### src/hdl/mws_pkg.sv
`timescale 1ns / 1ps
package mws_pkg;

  // Fixed field widths
  localparam int unsigned DATA_W = 32;
  localparam int unsigned SUM_W  = 44;

  // Percentile ranks are rounded after a division by ten
  localparam int unsigned DEC_BASE = 10;
  localparam int unsigned DEC_HALF = 5;

  // Division by ten as a multiplication by ceil(2^23 / 10) and a shift; exact below 2^22
  localparam int unsigned DEC_RECIP   = 838861;
  localparam int unsigned DEC_RECIP_W = 20;
  localparam int unsigned DEC_SHIFT   = 23;

  // Configuration register indexes
  typedef enum logic [1:0] {
    REG_MISSING = 2'd0,
    REG_INVALID = 2'd1,
    REG_FILL    = 2'd2
  } reg_idx_t;

  typedef enum logic [3:0] {
    ST_IDLE,
    ST_DECIDE,
    ST_INS_RD,
    ST_INS_CMP,
    ST_END,
    ST_W_MEAN,
    ST_RD_LO,
    ST_RD_HI,
    ST_OUT
  } state_t;

  // Commands from the controller to the datapath
  typedef struct packed {
    logic     take;
    logic     rd_prev;
    logic     shift;
    logic     place;
    logic     div_start;
    logic     save_mean;
    logic     save_lo_idx;
    logic     save_hi_idx;
    logic     rd_lo;
    logic     rd_hi;
    logic     load_out;
  } cmd_t;

  // Status from the datapath to the controller
  typedef struct packed {
    logic ins_go;
    logic last;
    logic pos_zero;
    logic shift_more;
    logic cnt_zero;
    logic div_done;
    logic out_free;
  } status_t;

endpackage

### src/hdl/mws_ctrl.sv
`timescale 1ns / 1ps
module mws_ctrl (
  input  logic             clk,
  input  logic             rst_n,
  input  logic             in_valid,
  output logic             in_stall,
  input  mws_pkg::status_t status,
  output mws_pkg::cmd_t    cmd
);

  mws_pkg::state_t state_r;
  mws_pkg::state_t state_nxt;

  always_ff @(posedge clk) begin
    if (!rst_n) begin
      state_r <= mws_pkg::ST_IDLE;
    end else begin
      state_r <= state_nxt;
    end
  end

  // Next state and command decode
  always_comb begin
    state_nxt   = state_r;
    cmd         = '0;
    in_stall    = 1'b1;
    unique case (state_r)
      mws_pkg::ST_IDLE: begin
        in_stall = 1'b0;
        if (in_valid) begin
          cmd.take  = 1'b1;
          state_nxt = mws_pkg::ST_DECIDE;
        end
      end
      mws_pkg::ST_DECIDE: begin
        if (status.ins_go) begin
          state_nxt = mws_pkg::ST_INS_RD;
        end else if (status.last) begin
          state_nxt = mws_pkg::ST_END;
        end else begin
          state_nxt = mws_pkg::ST_IDLE;
        end
      end
      mws_pkg::ST_INS_RD: begin
        if (status.pos_zero) begin
          cmd.place = 1'b1;
          state_nxt = status.last ? mws_pkg::ST_END : mws_pkg::ST_IDLE;
        end else begin
          cmd.rd_prev = 1'b1;
          state_nxt   = mws_pkg::ST_INS_CMP;
        end
      end
      mws_pkg::ST_INS_CMP: begin
        if (status.shift_more) begin
          cmd.shift = 1'b1;
          state_nxt = mws_pkg::ST_INS_RD;
        end else begin
          cmd.place = 1'b1;
          state_nxt = status.last ? mws_pkg::ST_END : mws_pkg::ST_IDLE;
        end
      end
      mws_pkg::ST_END: begin
        if (status.cnt_zero) begin
          state_nxt = mws_pkg::ST_OUT;
        end else begin
          cmd.div_start = 1'b1;
          state_nxt     = mws_pkg::ST_W_MEAN;
        end
      end
      mws_pkg::ST_W_MEAN: begin
        if (status.div_done) begin
          cmd.save_mean   = 1'b1;
          cmd.save_lo_idx = 1'b1;
          cmd.save_hi_idx = 1'b1;
          state_nxt       = mws_pkg::ST_RD_LO;
        end
      end
      mws_pkg::ST_RD_LO: begin
        cmd.rd_lo = 1'b1;
        state_nxt = mws_pkg::ST_RD_HI;
      end
      mws_pkg::ST_RD_HI: begin
        cmd.rd_hi = 1'b1;
        state_nxt = mws_pkg::ST_OUT;
      end
      mws_pkg::ST_OUT: begin
        if (status.out_free) begin
          cmd.load_out = 1'b1;
          state_nxt    = mws_pkg::ST_IDLE;
        end
      end
      default: begin
        state_nxt = mws_pkg::ST_IDLE;
      end
    endcase
  end

`ifndef SYNTHESIS
  a_take_idle: assert property (@(posedge clk) disable iff (!rst_n)
    cmd.take |=> (state_r == mws_pkg::ST_DECIDE))
    else $error("accepted word not followed by decision");

  a_div_chain: assert property (@(posedge clk) disable iff (!rst_n)
    cmd.div_start |=> (state_r == mws_pkg::ST_W_MEAN))
    else $error("divider sequence out of order");

  a_place_once: assert property (@(posedge clk) disable iff (!rst_n)
    cmd.place |=> !cmd.place)
    else $error("sample placed twice");
`endif

endmodule

### config.mk
export PLATFORM = sky130hd
export DESIGN_NAME = mws_ctrl
export DESIGN_NICKNAME = d
export VERILOG_FILES = /design/src/hdl/mws_pkg.sv /design/src/hdl/mws_ctrl.sv
export SDC_FILE = /design/constraint.sdc
export NUM_CORES = 1
export LEC_CHECK = 0
export BUFFER_PORTS_ARGS = -buffer_cell sky130_fd_sc_hd__buf_2
export CORE_AREA = 2 2 39 41
export CTS_CLUSTER_DIAMETER = 150
export DETAILED_ROUTE_END_ITERATION = 8
export DIE_AREA = 0 0 41 43
export GPL_ROUTABILITY_DRIVEN = 0
export HOLD_SLACK_MARGIN = 0.12
export PLACE_DENSITY = 0.59
export SLEW_MARGIN = 40
export SYNTH_ARGS = -nofsm -noshare
export SYNTH_HDL_FRONTEND = slang
export SYNTH_SLANG_ARGS = --single-unit
export TNS_END_PERCENT = 10
### constraint.sdc
create_clock -name clk -period 1.5 [get_ports clk]
set_clock_uncertainty 0.1 [all_clocks]
set_input_delay 0.15 -clock clk [delete_from_list [all_inputs] [get_ports clk]]
set_output_delay 0.15 -clock clk [all_outputs]
set_load 0.02 [all_outputs]
==> flow_summary.ini <==
[status]
status = finished with violations
violations = setup timing

[clocking]
root_buffer = clkbuf_4
cts_buffers = 3
cts_tree = built
clock_latency_ns = 0.25
cts.sinks = 4
cts_max_path_buffers = 2
path_clk_slew_ns = 0.04
htree_levels = 1

[global_route]
grt_max_degree = 10
grt_pass1_vias = 514
grt_usage = 0.187
grt_remaining_overflow = 0
antenna_found_initial = 0
grt_pass1_wl_mm = 2.17

[die]
die_height_um = 43
io_pins = 22
core_mm2 = 0.00138
die_area_mm2 = 0.00176
die_w_um = 41
initial_core_util = 0.325
row_count = 14

[drt]
dr.pass1.iters = 4
wirelength_mm = 1.43
drtIter0Drc = 4
drtAntennaViolNets = 0
drc = 0
num_vias = 538
viasPerCell = 5.12
wl_per_cell_um = 13.6

[placement]
detailed_place_hpwl_um = 980
pre_cts_slack_ns = 0.0372
io_buffer_count = 21
dpl-instance-area_um2 = 621

[power]
seqPwrFrac = 0.271
power.internal_mw = 0.318
leakage_nw = 0.366
comb_power_share = 0.446
clkPwrFrac = 0.283
power.share.switching = 0.359
p_switching_mw = 0.178
ir_drop_mv = 0.294
p_per_area_mw_per_mm2 = 615

[job]
maxCapViolations = 0

[finish]
multi_input_comb_area_um2 = 404
largest_reg_flops = 4
num-fill-cells = 122
final_layout_size_suffix_gt1_frac = 0.618
finalNetCount = 101
design_area_um2 = 807
top_regs = state_r x4
largest-register = state_r
area_delta_synth_final_pct = 79.2
seq_area_um2 = 92.6
antennaDiodeCount = 0

[timing]
tightest_slew_ns = 0.258
fmax_mhz = 648
slew_viol_final = 0
tns_ns = -0.147
report.final.hold_viol_count = 0
post-route-period-util = 1.03
setup_viol = 6
finalCriticalPeriod_ns = 1.54
rsz0062_at_grt = yes
final.setup.worst_slack_ns = -0.0423
relSlewSlack = 0.828

[yosys]
syn_nets = 65
yosysWarnings = 0
synthTopCellsByArea = dfxtp_1 18%, and2b_1 6.7%, nor4b_2 6.7%
synthCells = 55
ys_top_cells_by_count = 5 x nand2_1, 5 x nor2_1
synthesis.area_um2 = 450
synth_edf_count = 0
syn_avg_cell_area_um2 = 8.19
ys_ff_latch = 4
yosysSeqAreaShare = 0.178
ys.flop_type = dfxtp_1
async_flop_share = 0
ys_types = 27
yosysTopAreaCell = dfxtp_1
synth_top_area_frac = 0.178

[critical_path]
cp.arrival_ns = 1.29
crit_path_cell_trace = buf_6, nor4b_4, and2_4, buf_6
critPathSlowestCell = dfxtp_4
cpMostUsedCell = buf_6
cpPeakStageDelay_ns = 0.36
critPathLaunchType = flip-flop
crit_path_end_kind = output pin
cp.required_ns = 1.25
path_max_fanout = 6
crit_type = reg2out

[hold_path]
hold_path_class = in2reg
## layout make-up
| class | instances | share of cell area |
|---|---|---|
| timing repair buffer | 36 | 0.322 |
| multi-input combinational | 44 | 0.501 |
| tap | 16 | 0.0248 |
| sequential | 4 | 0.115 |
| inverter | 2 | 0.00930 |
| clock buffer | 3 | 0.0279 |
## repair_timing
action,in CTS,in global routing
buffers inserted,4,0
endpoints found under the setup margin,12,13
pin swaps,7,2
hold endpoints to repair,3,0
resized for setup,20,9
hold buffers,3,0
## power by group through the flow
stage	clock, mW	combinational, mW	sequential [mW]
2_1_floorplan	0	0.124	0.122
3_3_place_gp	0	0.173	0.133
3_5_place_dp	0	0.176	0.132
4_1_cts	0.144	0.207	0.134
5_1_grt	0.152	0.236	0.136
6_report	0.140	0.221	0.135
## worst paths after layout
path | startpoint | endpoint | slack [ns] | cells past startpoint
min | rst_n | state_r[0] | 0.13 | 3
max | state_r[1] | cmd[0] | -0.04 | 4
max reg2reg | state_r[2] | state_r[0] | 0.02 | 4
min reg2reg | state_r[3] | state_r[1] | 0.40 | 1
## cells by family (layout without fill, tap and decap cells)
| family | Yosys count | after routing | synth area share |
|---|---|---|---|
| buffers and inverters | 7 | 41 | 0.0889 |
| AND/OR/NAND/NOR | 33 | 33 | 0.475 |
| AO/OA/AOI/OAI | 10 | 10 | 0.236 |
| multiplexers | 1 | 1 | 0.0222 |
| flip-flops | 4 | 4 | 0.178 |
## critical path: cells and delay by family (launching register included)
family	cells	cell delay (ns)
buffers and inverters	2	0.25
DFF	1	0.36
and+or+nand+nor	2	0.44
## metal layers
layer	GRT usage	part of all wire	up-vias
met3	0.0314	0.033	3
met2	0.300	0.55	13
met4	0.113	0.019	0
met5	0	0	-
met1	0.216	0.39	255
li1	-	-	267
## cells in the final DEF, fill, tap and decap left out, drive strengths merged, types with 2 or more instances in the layout
cell type and n:
nand2 5, inv 2, and3 4, a211oi 2, nor4b 2, nand3b 2, clkbuf 3, dlygate4sd3 3
buf 33, nand2b 4, and2b 4, a2111oi 2, nor2 5, and2 3, dfxtp 4
## stage by stage
stage	total power, mW	std cells	utilization	hold WS (ns)
final	0.496	105	0.583	0.129
after global routing	0.524	105	0.583	0.124
after CTS	0.484	105	0.559	0.123
after detailed placement	0.309	95	0.448	0.299
after global placement	0.306	95	0.448	0.294
after floorplan	0.246	55	-	0.167
No activity file was read; power rests on OpenSTA's default activity.
